File: config.mk
export PLATFORM = sky130hd
export DESIGN_NAME = multi_dim_range_address_generator_flat
export DESIGN_NICKNAME = d
export VERILOG_FILES = /design/src/mdag_pkg.sv /design/src/mdag_req_if.sv /design/src/mdag_rsp_if.sv /design/src/mdag_mul.sv /design/src/mdag_dp.sv /design/src/mdag_ctrl.sv /design/src/multi_dim_range_address_generator.sv /design/src/flat_wrapper.sv
export SDC_FILE = /design/constraint.sdc
export NUM_CORES = 2
export LEC_CHECK = 0
export BUFFER_PORTS_ARGS = -buffer_cell sky130_fd_sc_hd__buf_2
export CORE_AREA = 2 2 423 425
export CTS_CLUSTER_SIZE = 12
export DETAILED_ROUTE_END_ITERATION = 12
export DIE_AREA = 0 0 425 427
export GPL_ROUTABILITY_DRIVEN = 0
export PLACE_DENSITY = 0.58
export SETUP_SLACK_MARGIN = 0.15
export SYNTH_ARGS = -nofsm -noshare
export SYNTH_HDL_FRONTEND = slang
export SYNTH_SLANG_ARGS = --single-unit
File: constraint.sdc
create_clock -name clk -period 14.31 [get_ports clk]
set_clock_uncertainty 0.15 [all_clocks]
set_input_delay 2.862 -clock clk [delete_from_list [all_inputs] [get_ports clk]]
set_output_delay 2.862 -clock clk [all_outputs]
set_load 0.005 [all_outputs]
File: src/mdag_pkg.sv
// ----------------------------------------------------------------------------
// mdag_pkg
// Shared widths, codes and controller/datapath signal groups for the
// multi-dimensional range address generator.
// ----------------------------------------------------------------------------
`default_nettype none

package mdag_pkg;

  localparam int FIELD_W    = 64;
  localparam int KIND_W     = 3;
  localparam int NUM_DIMS_W = 3;
  localparam int BASIS_W    = 2;
  localparam int CFG_IDX_W  = 3;
  localparam int DIGIT_BITS = 16;

  // request kinds
  localparam logic [KIND_W-1:0] KIND_NEXT        = 3'd0;
  localparam logic [KIND_W-1:0] KIND_PREV        = 3'd1;
  localparam logic [KIND_W-1:0] KIND_MOVE_TARGET = 3'd2;
  localparam logic [KIND_W-1:0] KIND_MOVE_START  = 3'd3;
  localparam logic [KIND_W-1:0] KIND_MOVE_LAST   = 3'd4;

  // configuration register indexes
  localparam logic [CFG_IDX_W-1:0] CFG_NUM_DIMS    = 3'd0;
  localparam logic [CFG_IDX_W-1:0] CFG_BASIS_DIM   = 3'd1;
  localparam logic [CFG_IDX_W-1:0] CFG_DIM_SIZES   = 3'd2;
  localparam logic [CFG_IDX_W-1:0] CFG_START_POINT = 3'd3;
  localparam logic [CFG_IDX_W-1:0] CFG_END_POINT   = 3'd4;

  typedef struct packed {
    logic sweep_begin;  // restart stride computation
    logic sweep_write;  // store running product as stride
    logic sweep_mul;    // running product times extent
    logic sweep_step;   // take product, go one dimension down
    logic accept;       // latch request
    logic step_mul;     // start delta times stride
    logic step_apply;   // commit coordinate and position
    logic carry_move;   // advance dimension pointer
    logic mark_wrap;    // carry wrapped round to basis
    logic move_done;    // set flags after a move
    logic load_out;     // load output register
  } dp_cmd_t;

  typedef struct packed {
    logic dirty;        // strides out of date
    logic mul_busy;
    logic kind_next;
    logic kind_prev;
    logic kind_move;
    logic blocked;      // step refused by its flag
    logic carry_stop;   // this dimension absorbs the step
    logic carry_wrap;   // next carry dimension is the basis
    logic last_dim;
    logic sweep_last;
  } dp_status_t;

endpackage

`default_nettype wire

File: src/mdag_req_if.sv
// ----------------------------------------------------------------------------
// mdag_req_if
// Request channel: command kind and move target.
// ----------------------------------------------------------------------------
`default_nettype none

interface mdag_req_if;
  import mdag_pkg::*;

  logic                valid;
  logic                ready;
  logic [KIND_W-1:0]   kind;
  logic [FIELD_W-1:0]  target_coord;

  modport source (output valid, kind, target_coord, input ready);
  modport sink   (input valid, kind, target_coord, output ready);
endinterface

`default_nettype wire

File: src/mdag_rsp_if.sv
// ----------------------------------------------------------------------------
// mdag_rsp_if
// Result channel: coordinate, linear position and walk flags.
// ----------------------------------------------------------------------------
`default_nettype none

interface mdag_rsp_if;
  import mdag_pkg::*;

  logic                valid;
  logic                ready;
  logic [FIELD_W-1:0]  current_coord;
  logic [FIELD_W-1:0]  linear_position;
  logic                at_end;
  logic                at_front;

  modport source (output valid, current_coord, linear_position, at_end, at_front,
                  input ready);
  modport sink   (input valid, current_coord, linear_position, at_end, at_front,
                  output ready);
endinterface

`default_nettype wire

File: src/mdag_mul.sv
// ----------------------------------------------------------------------------
// mdag_mul
// Digit-serial multiplier: 64-bit operand times an unsigned B_W-bit operand,
// result modulo 2^64, one 16-bit digit of the short operand per cycle.
// ----------------------------------------------------------------------------
`default_nettype none

module mdag_mul #(
  parameter int B_W = 16
) (
  input  wire logic                        clk,
  input  wire logic                        rst,
  input  wire logic                        start,
  input  wire logic [mdag_pkg::FIELD_W-1:0] a,
  input  wire logic [B_W-1:0]              b,
  output      logic                        busy,
  output      logic [mdag_pkg::FIELD_W-1:0] prod
);
  import mdag_pkg::*;

  localparam int ND = (B_W + DIGIT_BITS - 1) / DIGIT_BITS;
  localparam int BP = ND * DIGIT_BITS;
  localparam int CW = $clog2(ND + 1);

  logic [FIELD_W-1:0] acc;
  logic [FIELD_W-1:0] a_sh;
  logic [BP-1:0]      b_sh;
  logic [CW-1:0]      cnt;
  logic               running;

  always_ff @(posedge clk) begin
    if (rst) begin
      running <= 1'b0;
      cnt     <= '0;
    end else if (start) begin
      running <= 1'b1;
      cnt     <= CW'(ND);
    end else if (running) begin
      cnt <= cnt - CW'(1);
      if (cnt == CW'(1)) begin
        running <= 1'b0;
      end
    end
  end

  always_ff @(posedge clk) begin
    if (start) begin
      acc  <= '0;
      a_sh <= a;
      b_sh <= BP'(b);
    end else if (running) begin
      acc  <= acc + a_sh * FIELD_W'(b_sh[DIGIT_BITS-1:0]);
      a_sh <= a_sh << DIGIT_BITS;
      b_sh <= b_sh >> DIGIT_BITS;
    end
  end

  assign busy = running;
  assign prod = acc;

endmodule

`default_nettype wire

File: src/mdag_dp.sv
// ----------------------------------------------------------------------------
// mdag_dp
// Datapath: configuration registers, stride table, coordinate and position
// state, carry walk logic and the output register.
// ----------------------------------------------------------------------------
`default_nettype none

module mdag_dp #(
  parameter int MAX_DIMS   = 4,
  parameter int COORD_BITS = 16
) (
  input  wire logic                          clk,
  input  wire logic                          rst,
  input  wire logic                          cfg_we,
  input  wire logic [mdag_pkg::CFG_IDX_W-1:0] cfg_idx,
  input  wire logic [mdag_pkg::FIELD_W-1:0]   cfg_data,
  input  wire logic [mdag_pkg::KIND_W-1:0]    req_kind,
  input  wire logic [mdag_pkg::FIELD_W-1:0]   req_target,
  input  wire mdag_pkg::dp_cmd_t             cmd,
  output      mdag_pkg::dp_status_t          status,
  output      logic [mdag_pkg::FIELD_W-1:0]   out_coord,
  output      logic [mdag_pkg::FIELD_W-1:0]   out_position,
  output      logic                          out_end,
  output      logic                          out_front
);
  import mdag_pkg::*;

  localparam int CB = COORD_BITS;
  localparam int IW = (MAX_DIMS > 1) ? $clog2(MAX_DIMS) : 1;
  localparam int DW = $clog2(MAX_DIMS + 1);
  localparam int PW = MAX_DIMS * CB + FIELD_W;

  // configuration
  logic [NUM_DIMS_W-1:0] num_dims;
  logic [BASIS_W-1:0]    basis_dim;
  logic [FIELD_W-1:0]    dim_sizes;
  logic [FIELD_W-1:0]    start_point;
  logic [FIELD_W-1:0]    end_point;
  logic                  dirty;

  // walk state
  logic [CB-1:0]      coord [MAX_DIMS];
  logic [FIELD_W-1:0] position;
  logic               end_flag;
  logic               front_flag;

  // working registers
  logic [KIND_W-1:0]  kind;
  logic [FIELD_W-1:0] target;
  logic [IW-1:0]      cur;
  logic [IW-1:0]      sd;
  logic [FIELD_W-1:0] run;
  logic [FIELD_W-1:0] stride [MAX_DIMS];

  // unpacked fields
  logic [PW-1:0] size_w, start_w, end_w, target_w, out_w;
  logic [CB-1:0] size_f  [MAX_DIMS];
  logic [CB-1:0] start_f [MAX_DIMS];
  logic [CB-1:0] end_f   [MAX_DIMS];
  logic [CB-1:0] last_f  [MAX_DIMS];
  logic [CB-1:0] tgt_f   [MAX_DIMS];

  logic [DW-1:0] nd;
  logic [IW-1:0] nd_m1;
  logic [IW-1:0] b_idx;
  logic [IW-1:0] cur_prev;

  logic          kind_next, kind_prev, kind_move, req_move;
  logic [CB-1:0] coord_cur;
  logic [CB:0]   inc_ext;
  logic          fits_next, above;
  logic [CB-1:0] new_val;
  logic          neg;
  logic [CB-1:0] mag;
  logic          at_start;

  logic               mul_start;
  logic [FIELD_W-1:0] mul_a;
  logic [CB-1:0]      mul_b;
  logic               mul_busy;
  logic [FIELD_W-1:0] mul_prod;

  assign size_w   = PW'(dim_sizes);
  assign start_w  = PW'(start_point);
  assign end_w    = PW'(end_point);
  assign target_w = PW'(target);

  assign kind_next = (kind == KIND_NEXT);
  assign kind_prev = (kind == KIND_PREV);
  assign kind_move = (kind == KIND_MOVE_TARGET) || (kind == KIND_MOVE_START) ||
                     (kind == KIND_MOVE_LAST);
  assign req_move  = (req_kind == KIND_MOVE_TARGET) || (req_kind == KIND_MOVE_START) ||
                     (req_kind == KIND_MOVE_LAST);

  always_comb begin
    for (int d = 0; d < MAX_DIMS; d++) begin
      size_f[d]  = size_w[d*CB +: CB];
      start_f[d] = start_w[d*CB +: CB];
      end_f[d]   = end_w[d*CB +: CB];
      last_f[d]  = end_w[d*CB +: CB] - CB'(1);
      case (kind)
        KIND_MOVE_START: tgt_f[d] = start_w[d*CB +: CB];
        KIND_MOVE_LAST:  tgt_f[d] = end_w[d*CB +: CB] - CB'(1);
        default:         tgt_f[d] = target_w[d*CB +: CB];
      endcase
    end
  end

  // dimension count and basis, clamped
  always_comb begin
    if (num_dims == '0) begin
      nd = DW'(1);
    end else if (int'(num_dims) > MAX_DIMS) begin
      nd = DW'(MAX_DIMS);
    end else begin
      nd = DW'(num_dims);
    end
  end

  assign nd_m1 = IW'(nd - DW'(1));

  always_comb begin
    if (int'(basis_dim) < int'(nd)) begin
      b_idx = IW'(basis_dim);
    end else begin
      b_idx = nd_m1;
    end
  end

  // carry runs towards dimension 0, then wraps to the top
  assign cur_prev = (cur == '0) ? nd_m1 : cur - IW'(1);

  assign coord_cur = coord[cur];
  assign inc_ext   = {1'b0, coord_cur} + {{CB{1'b0}}, 1'b1};
  assign fits_next = inc_ext < {1'b0, end_f[cur]};
  assign above     = coord_cur > start_f[cur];

  always_comb begin
    if (kind_next) begin
      new_val = fits_next ? inc_ext[CB-1:0] : start_f[cur];
    end else if (kind_prev) begin
      new_val = above ? coord_cur - CB'(1) : last_f[cur];
    end else if (kind_move) begin
      new_val = tgt_f[cur];
    end else begin
      new_val = coord_cur;
    end
  end

  assign neg = new_val < coord_cur;
  assign mag = neg ? coord_cur - new_val : new_val - coord_cur;

  // start test sees the value being committed in this cycle
  always_comb begin
    logic [CB-1:0] cv;
    at_start = 1'b1;
    cv       = '0;
    for (int d = 0; d < MAX_DIMS; d++) begin
      cv = (IW'(d) == cur) ? new_val : coord[d];
      if (d < int'(nd) && cv != start_f[d]) begin
        at_start = 1'b0;
      end
    end
  end

  always_comb begin
    out_w = '0;
    for (int d = 0; d < MAX_DIMS; d++) begin
      if (d < int'(nd)) begin
        out_w[d*CB +: CB] = coord[d];
      end
    end
  end

  assign mul_start = cmd.sweep_mul | cmd.step_mul;
  assign mul_a     = cmd.sweep_mul ? run : stride[cur];
  assign mul_b     = cmd.sweep_mul ? size_f[sd] : mag;

  mdag_mul #(
    .B_W (CB)
  ) u_mul (
    .clk   (clk),
    .rst   (rst),
    .start (mul_start),
    .a     (mul_a),
    .b     (mul_b),
    .busy  (mul_busy),
    .prod  (mul_prod)
  );

  // configuration and walk state
  always_ff @(posedge clk) begin
    if (rst) begin
      num_dims    <= NUM_DIMS_W'(4);
      basis_dim   <= BASIS_W'(3);
      dim_sizes   <= '0;
      start_point <= '0;
      end_point   <= '0;
      dirty       <= 1'b1;
      for (int d = 0; d < MAX_DIMS; d++) begin
        coord[d] <= '0;
      end
      position   <= '0;
      end_flag   <= 1'b0;
      front_flag <= 1'b0;
    end else begin
      if (cmd.sweep_begin) begin
        dirty <= 1'b0;
      end
      if (cfg_we) begin
        dirty <= 1'b1;
        unique case (cfg_idx)
          CFG_NUM_DIMS:    num_dims    <= cfg_data[NUM_DIMS_W-1:0];
          CFG_BASIS_DIM:   basis_dim   <= cfg_data[BASIS_W-1:0];
          CFG_DIM_SIZES:   dim_sizes   <= cfg_data;
          CFG_START_POINT: start_point <= cfg_data;
          CFG_END_POINT:   end_point   <= cfg_data;
          default: ;
        endcase
      end
      if (cmd.step_mul) begin
        if (kind_next) front_flag <= 1'b0;
        if (kind_prev) end_flag <= 1'b0;
      end
      if (cmd.step_apply) begin
        coord[cur] <= new_val;
        position   <= neg ? position - mul_prod : position + mul_prod;
      end
      if (cmd.mark_wrap) begin
        if (kind_next) begin
          end_flag <= 1'b1;
        end else begin
          front_flag <= 1'b1;
        end
      end
      if (cmd.move_done) begin
        front_flag <= at_start;
        end_flag   <= 1'b0;
      end
    end
  end

  // working registers and output register
  always_ff @(posedge clk) begin
    if (cmd.accept) begin
      kind   <= req_kind;
      target <= req_target;
      cur    <= req_move ? '0 : b_idx;
    end else if (cmd.carry_move) begin
      cur <= kind_move ? cur + IW'(1) : cur_prev;
    end
    if (cmd.sweep_begin) begin
      run <= FIELD_W'(1);
      sd  <= nd_m1;
    end else if (cmd.sweep_step) begin
      run <= mul_prod;
      sd  <= sd - IW'(1);
    end
    if (cmd.sweep_write) begin
      stride[sd] <= run;
    end
    if (cmd.load_out) begin
      out_coord    <= out_w[FIELD_W-1:0];
      out_position <= position;
      out_end      <= end_flag;
      out_front    <= front_flag;
    end
  end

  always_comb begin
    status.dirty      = dirty;
    status.mul_busy   = mul_busy;
    status.kind_next  = kind_next;
    status.kind_prev  = kind_prev;
    status.kind_move  = kind_move;
    status.blocked    = kind_next ? end_flag : front_flag;
    status.carry_stop = kind_next ? fits_next : above;
    status.carry_wrap = (cur_prev == b_idx);
    status.last_dim   = (cur == nd_m1);
    status.sweep_last = (sd == '0);
  end

endmodule

`default_nettype wire

File: src/mdag_ctrl.sv
// ----------------------------------------------------------------------------
// mdag_ctrl
// Controller: stride sweep after reset or configuration, per-request carry walk and
// result handover.
// ----------------------------------------------------------------------------
`default_nettype none

module mdag_ctrl (
  input  wire logic                 clk,
  input  wire logic                 rst,
  input  wire logic                 req_valid,
  output      logic                 req_ready,
  output      logic                 rsp_valid,
  input  wire logic                 rsp_ready,
  input  wire mdag_pkg::dp_status_t status,
  output      mdag_pkg::dp_cmd_t    cmd
);
  import mdag_pkg::*;

  typedef enum logic [2:0] {
    S_IDLE,
    S_SW_SET,
    S_SW_MUL,
    S_EVAL,
    S_MUL,
    S_FINISH
  } state_t;

  state_t state, state_next;

  assign req_ready = (state == S_IDLE) && !status.dirty;

  always_comb begin
    cmd        = '0;
    state_next = state;
    unique case (state)
      S_IDLE: begin
        if (status.dirty) begin
          cmd.sweep_begin = 1'b1;
          state_next      = S_SW_SET;
        end else if (req_valid) begin
          cmd.accept = 1'b1;
          state_next = S_EVAL;
        end
      end
      S_SW_SET: begin
        cmd.sweep_write = 1'b1;
        if (status.sweep_last) begin
          state_next = S_IDLE;
        end else begin
          cmd.sweep_mul = 1'b1;
          state_next    = S_SW_MUL;
        end
      end
      S_SW_MUL: begin
        if (!status.mul_busy) begin
          cmd.sweep_step = 1'b1;
          state_next     = S_SW_SET;
        end
      end
      S_EVAL: begin
        if (status.kind_move ||
            ((status.kind_next || status.kind_prev) && !status.blocked)) begin
          cmd.step_mul = 1'b1;
          state_next   = S_MUL;
        end else begin
          state_next = S_FINISH;
        end
      end
      S_MUL: begin
        if (!status.mul_busy) begin
          cmd.step_apply = 1'b1;
          if (status.kind_move) begin
            if (status.last_dim) begin
              cmd.move_done = 1'b1;
              state_next    = S_FINISH;
            end else begin
              cmd.carry_move = 1'b1;
              state_next     = S_EVAL;
            end
          end else if (status.carry_stop) begin
            state_next = S_FINISH;
          end else if (status.carry_wrap) begin
            cmd.mark_wrap = 1'b1;
            state_next    = S_FINISH;
          end else begin
            cmd.carry_move = 1'b1;
            state_next     = S_EVAL;
          end
        end
      end
      S_FINISH: begin
        // hold until the output register is free
        if (!rsp_valid || rsp_ready) begin
          cmd.load_out = 1'b1;
          state_next   = S_IDLE;
        end
      end
      default: state_next = S_IDLE;
    endcase
  end

  always_ff @(posedge clk) begin
    if (rst) begin
      state     <= S_IDLE;
      rsp_valid <= 1'b0;
    end else begin
      state <= state_next;
      if (cmd.load_out) begin
        rsp_valid <= 1'b1;
      end else if (rsp_ready) begin
        rsp_valid <= 1'b0;
      end
    end
  end

endmodule

`default_nettype wire

File: src/multi_dim_range_address_generator.sv
// A request is taken in S_IDLE; each dimension that it touches then passes S_EVAL and
//   S_MUL in the shared multiplier, and S_FINISH loads the result; unused kinds and
//   refused steps go from S_EVAL straight to S_FINISH.
// One request in flight; the next is taken in S_IDLE once the result is loaded and no
//   stride sweep is pending.
// Reset clears the walk state; reset and every configuration write start a stride sweep
//   through S_SW_SET and S_SW_MUL with req.ready low.
// ----------------------------------------------------------------------------
// multi_dim_range_address_generator
// Walks a sub-box of a row-major N-dimensional array, returning coordinate,
// linear position and front/end flags for every request.
// ----------------------------------------------------------------------------
`default_nettype none

module multi_dim_range_address_generator #(
  parameter int MAX_DIMS   = 4,
  parameter int COORD_BITS = 16
) (
  input  wire logic                          clk,
  input  wire logic                          rst,
  input  wire logic                          cfg_we,
  input  wire logic [mdag_pkg::CFG_IDX_W-1:0] cfg_idx,
  input  wire logic [mdag_pkg::FIELD_W-1:0]   cfg_data,
  mdag_req_if.sink                           req,
  mdag_rsp_if.source                         rsp
);
  import mdag_pkg::*;

  dp_cmd_t    cmd;
  dp_status_t status;
  logic       req_ready;
  logic       rsp_valid;

  mdag_ctrl u_ctrl (
    .clk       (clk),
    .rst       (rst),
    .req_valid (req.valid),
    .req_ready (req_ready),
    .rsp_valid (rsp_valid),
    .rsp_ready (rsp.ready),
    .status    (status),
    .cmd       (cmd)
  );

  mdag_dp #(
    .MAX_DIMS   (MAX_DIMS),
    .COORD_BITS (COORD_BITS)
  ) u_dp (
    .clk          (clk),
    .rst          (rst),
    .cfg_we       (cfg_we),
    .cfg_idx      (cfg_idx),
    .cfg_data     (cfg_data),
    .req_kind     (req.kind),
    .req_target   (req.target_coord),
    .cmd          (cmd),
    .status       (status),
    .out_coord    (rsp.current_coord),
    .out_position (rsp.linear_position),
    .out_end      (rsp.at_end),
    .out_front    (rsp.at_front)
  );

  assign req.ready = req_ready;
  assign rsp.valid = rsp_valid;

endmodule

`default_nettype wire

File: src/flat_wrapper.sv
// flat-port wrapper written by rule: the top's interface ports become plain ports
module multi_dim_range_address_generator_flat import mdag_pkg::*;
#(
  parameter int MAX_DIMS   = 4,
  parameter int COORD_BITS = 16
)
  (clk, rst, cfg_we, cfg_idx, cfg_data, req_valid, req_kind, req_target_coord, req_ready, rsp_valid, rsp_current_coord, rsp_linear_position, rsp_at_end, rsp_at_front, rsp_ready);
  mdag_req_if req_i ();
  mdag_rsp_if rsp_i ();
  input  wire logic clk;
  input  wire logic rst;
  input  wire logic cfg_we;
  input  wire logic [mdag_pkg::CFG_IDX_W-1:0] cfg_idx;
  input  wire logic [mdag_pkg::FIELD_W-1:0] cfg_data;
  input wire logic [$bits(req_i.valid)-1:0] req_valid;
  input wire logic [$bits(req_i.kind)-1:0] req_kind;
  input wire logic [$bits(req_i.target_coord)-1:0] req_target_coord;
  output wire logic [$bits(req_i.ready)-1:0] req_ready;
  output wire logic [$bits(rsp_i.valid)-1:0] rsp_valid;
  output wire logic [$bits(rsp_i.current_coord)-1:0] rsp_current_coord;
  output wire logic [$bits(rsp_i.linear_position)-1:0] rsp_linear_position;
  output wire logic [$bits(rsp_i.at_end)-1:0] rsp_at_end;
  output wire logic [$bits(rsp_i.at_front)-1:0] rsp_at_front;
  input wire logic [$bits(rsp_i.ready)-1:0] rsp_ready;
  assign req_i.valid = req_valid;
  assign req_i.kind = req_kind;
  assign req_i.target_coord = req_target_coord;
  assign req_ready = req_i.ready;
  assign rsp_valid = rsp_i.valid;
  assign rsp_current_coord = rsp_i.current_coord;
  assign rsp_linear_position = rsp_i.linear_position;
  assign rsp_at_end = rsp_i.at_end;
  assign rsp_at_front = rsp_i.at_front;
  assign rsp_i.ready = rsp_ready;
  multi_dim_range_address_generator #(.MAX_DIMS(MAX_DIMS), .COORD_BITS(COORD_BITS)) u_core (.clk(clk), .rst(rst), .cfg_we(cfg_we), .cfg_idx(cfg_idx), .cfg_data(cfg_data), .req(req_i), .rsp(rsp_i));
endmodule
==> flow_summary_export.csv <==
group,metric,value,unit
synthesis,synth_top_area_share,22.8,%
setup_path,critPathBufInv,2,
clocking,cts_resized,0,
drt,drt_iter0_markers,7207,
synthesis,ys_top_cells_by_area,"edfxtp_1 (23%), fa_1 (21%), dfxtp_1 (10%), nand2_1 (7.5%), inv_1 (4.5%)",
status,violations,"capacitance limit, slew limit",
placement,placed_cells,10400,
drt,drcViolationCount,0,
drt,via_count,62600,
synthesis,synth_flop_cell,"edfxtp_1",
die,coreArea,177000,um2
clocking,htreeDepth,3,
clocking,cts_buffers,103,
setup_path,worst-path-stages,38,
setup_path,worst-r2r-cell-count,38,
grt,antenna_found_initial,24,
grt,grt_max_degree,205,
synthesis,synth_edf_count,601,
synthesis,yosysWarnings,0,
drt,ant_nets,0,
setup_path,reg2reg_setup_slack,1710,ps
setup_path,path_common_cell,"a21o_1",
clocking,path_clk_slew,60,ps
finish,syn2layout_area_growth,8.73,%
setup_path,cp_max_fo,61,
synthesis,yosysSeqAreaShare,32.9,%
setup_path,path_delay_family,"compound AO/OA/AOI/OAI gates",
sta,finalCritPeriodShare,88.1,%
synthesis,synth_commonest_cells,"nand2_1 (1576), inv_1 (955), fa_1 (817)",
drt,wl_per_cell,25.8,um
setup_path,cpPeakStageDelay,810,ps
die,dieArea,181000,um2
setup_path,arrival,13040,ps
status,status,"complete, but fails checks",
grt,grt_pass1_vias,62200,
clocking,cts.path.max_buffers,3,
sta,setup_slack,1710,ps
flow_run,max_cap_viol_count,2,
setup_path,worstPathRequired,14750,ps
setup_path,crit_type,"flop to flop",
sta,setup-tns-final,0,ps
finish,n_fill_cell,16700,
setup_path,slowest_stage,"o31ai_1",
sta,finalHoldViolations,0,
sta,slew_violations,5,
clocking,insertion_delay,760,ps
grt,grt_pass1_wl,406000,um
setup_path,end_kind,"flop",
placement,placed_cell_area,82500,um2
clocking,clock-sinks,1001,
drt,first_pass_iters,10,
sta,fmax,79.3,MHz
drt,drt_wl_total,274000,um
sta,tightestPinTransition,1510,ps
synthesis,yosysMostFrequentCell,"nand2_1",
setup_path,crit_path_start_kind,"flop",
hold_path,hold_class,"flop to flop",
sta,rsz0062_at_grt,"false",
finish,final_cell_area,86000,um2
placement,dp_hpwl,200000,um
setup_path,r2r-end,"u_core.u_dp.position[63]",
synthesis,synth.net_count,9394,
setup_path,cp-endpoint,"u_core.u_dp.position[63]",
grt,grt_overflow,0,
synthesis,synth_area_leader_cell,"edfxtp_1",
die,start_util,44.6,%
finish,layout.nets,9379,
die,row_count,155,
synthesis,ys_seq_elements,1001,
clocking,cts_root_buf,"clkbuf_16",
drt,via_per_inst,5.89,
synthesis,syn_inst,8191,
synthesis,syn_area,79100,um2
placement,io_buffers,270,
sta,fin_crit,12600,ps
clocking,cts_tree,"built",
grt,grt.total_usage,30.0,%
sta,max-slew-margin-rel,-2.01,%
sta,setup_viol,0,
placement,pre_cts_ws,2160,ps
finish,post_route_cells_drive_above_1_share,9.45,%
clocking,cts_setup_buffers,0,
synthesis,synth_cell_types,95,
synthesis,synthArstFlopShare,0,%
die,die_y,427,um
die,die_w,425,um
finish,final_cells,10600,
clocking,holdBufCountCts,0,
die,io_pins,271,
synthesis,avgSynthCellArea,9.66,um2
==> worst min path at each step <==
stage	cells after the start	endpoint	from	slack, ps
after floorplan	0	u_core.u_dp.out_end	u_core.u_dp.end_flag	270
after global placement	2	u_core.u_dp.dim_sizes[14]	u_core.u_dp.dim_sizes[14]	290
after detailed placement	2	u_core.u_dp.dim_sizes[61]	u_core.u_dp.dim_sizes[61]	300
after CTS	2	u_core.u_dp.dim_sizes[61]	u_core.u_dp.dim_sizes[61]	300
after global routing	2	u_core.u_dp.dim_sizes[3]	u_core.u_dp.dim_sizes[3]	320
final	2	u_core.u_dp.dim_sizes[3]	u_core.u_dp.dim_sizes[3]	300
==> metal layers <==
layer	GRT usage, %	share of wire [%]	vias up
met5	0	0.033	-
met4	16.0	6.5	14
met3	6.52	8.7	862
met1	38.4	39	31400
li1	-	-	27100
met2	47.8	46	3208
==> logic make-up after synthesis <==
group / share of synthesized area (%)
xor gates and xnor gates: 4.04
AOI/OAI and AO/OA: 10.6
and+or+nand+nor: 14.8
adders and majority gates: 24.6
muxes: 5.88
DFF: 32.9
buffers and inverters: 7.18
==> sequential cells by signal, indices dropped and copies added (netlist names), 2 cells and up, named ones only <==
| register | cells |
|---|---|
| u_core.u_dp.stride | 256 |
| u_core.u_dp.coord | 64 |
| u_core.u_dp.dim_sizes | 64 |
| u_core.u_dp.end_point | 64 |
| u_core.u_dp.out_coord | 64 |
| u_core.u_dp.out_position | 64 |
| u_core.u_dp.position | 64 |
| u_core.u_dp.run | 64 |
| u_core.u_dp.start_point | 64 |
| u_core.u_dp.target | 64 |
| u_core.u_dp.u_mul.a_sh | 64 |
| u_core.u_dp.u_mul.prod | 64 |
| u_core.u_dp.u_mul.b_sh | 16 |
| u_core.u_ctrl.state | 3 |
| u_core.u_dp.kind | 3 |
| u_core.u_dp.num_dims | 3 |
| u_core.u_dp.basis_dim | 2 |
| u_core.u_dp.cur | 2 |
| u_core.u_dp.sd | 2 |
==> stage by stage <==
stage / hold WS [ps] / util, %
after floorplan: 274 / -
after detailed placement: 296 / 46.6
after global placement: 289 / 46.6
after CTS: 304 / 48.5
final: 303 / 48.5
after global routing: 321 / 48.5
==> layout by cell type (no fill, tap or decap), drive strengths merged, types with 56 or more instances in the layout <==
| master | instances |
|---|---|
| and2 | 244 |
| edfxtp | 601 |
| clkbuf | 165 |
| xor2 | 120 |
| nor2b | 56 |
| xnor2 | 245 |
| buf | 412 |
| mux4 | 136 |
| a21o | 132 |
| ha | 247 |
| fa | 817 |
| dfxtp | 400 |
| o21ai | 235 |
| inv | 958 |
| nor2 | 324 |
| nand4 | 61 |
| nand3 | 80 |
| a21oi | 549 |
| mux2i | 142 |
| nand2 | 1576 |
| nor3 | 84 |
==> final cells by class <==
cell class	count	area (um2)	area share, %
diodes	17	42.5	0.0495
clock buffers	164	3020	3.51
clock inverters	27	402	0.467
inverters	960	3610	4.19
multi-input cells	5697	47500	55.2
flip-flops and latches	1001	26100	30.3
well taps	2355	2950	3.43
repair buffers	413	2460	2.86
==> worst register-to-register path, delay by kind of cell, from the launching register on <==
| family | cells | cell delay [ps] |
|---|---|---|
| compound gates | 20 | 6150 |
| xor+xnor | 2 | 550 |
| fa+ha+maj | 4 | 1440 |
| buf+inv | 2 | 760 |
| flops | 1 | 580 |
| mux | 1 | 600 |
| simple gates | 9 | 2250 |
Power is not shown: default switching activity piles up to over one toggle a cycle in this logic, so the estimate is an artifact.
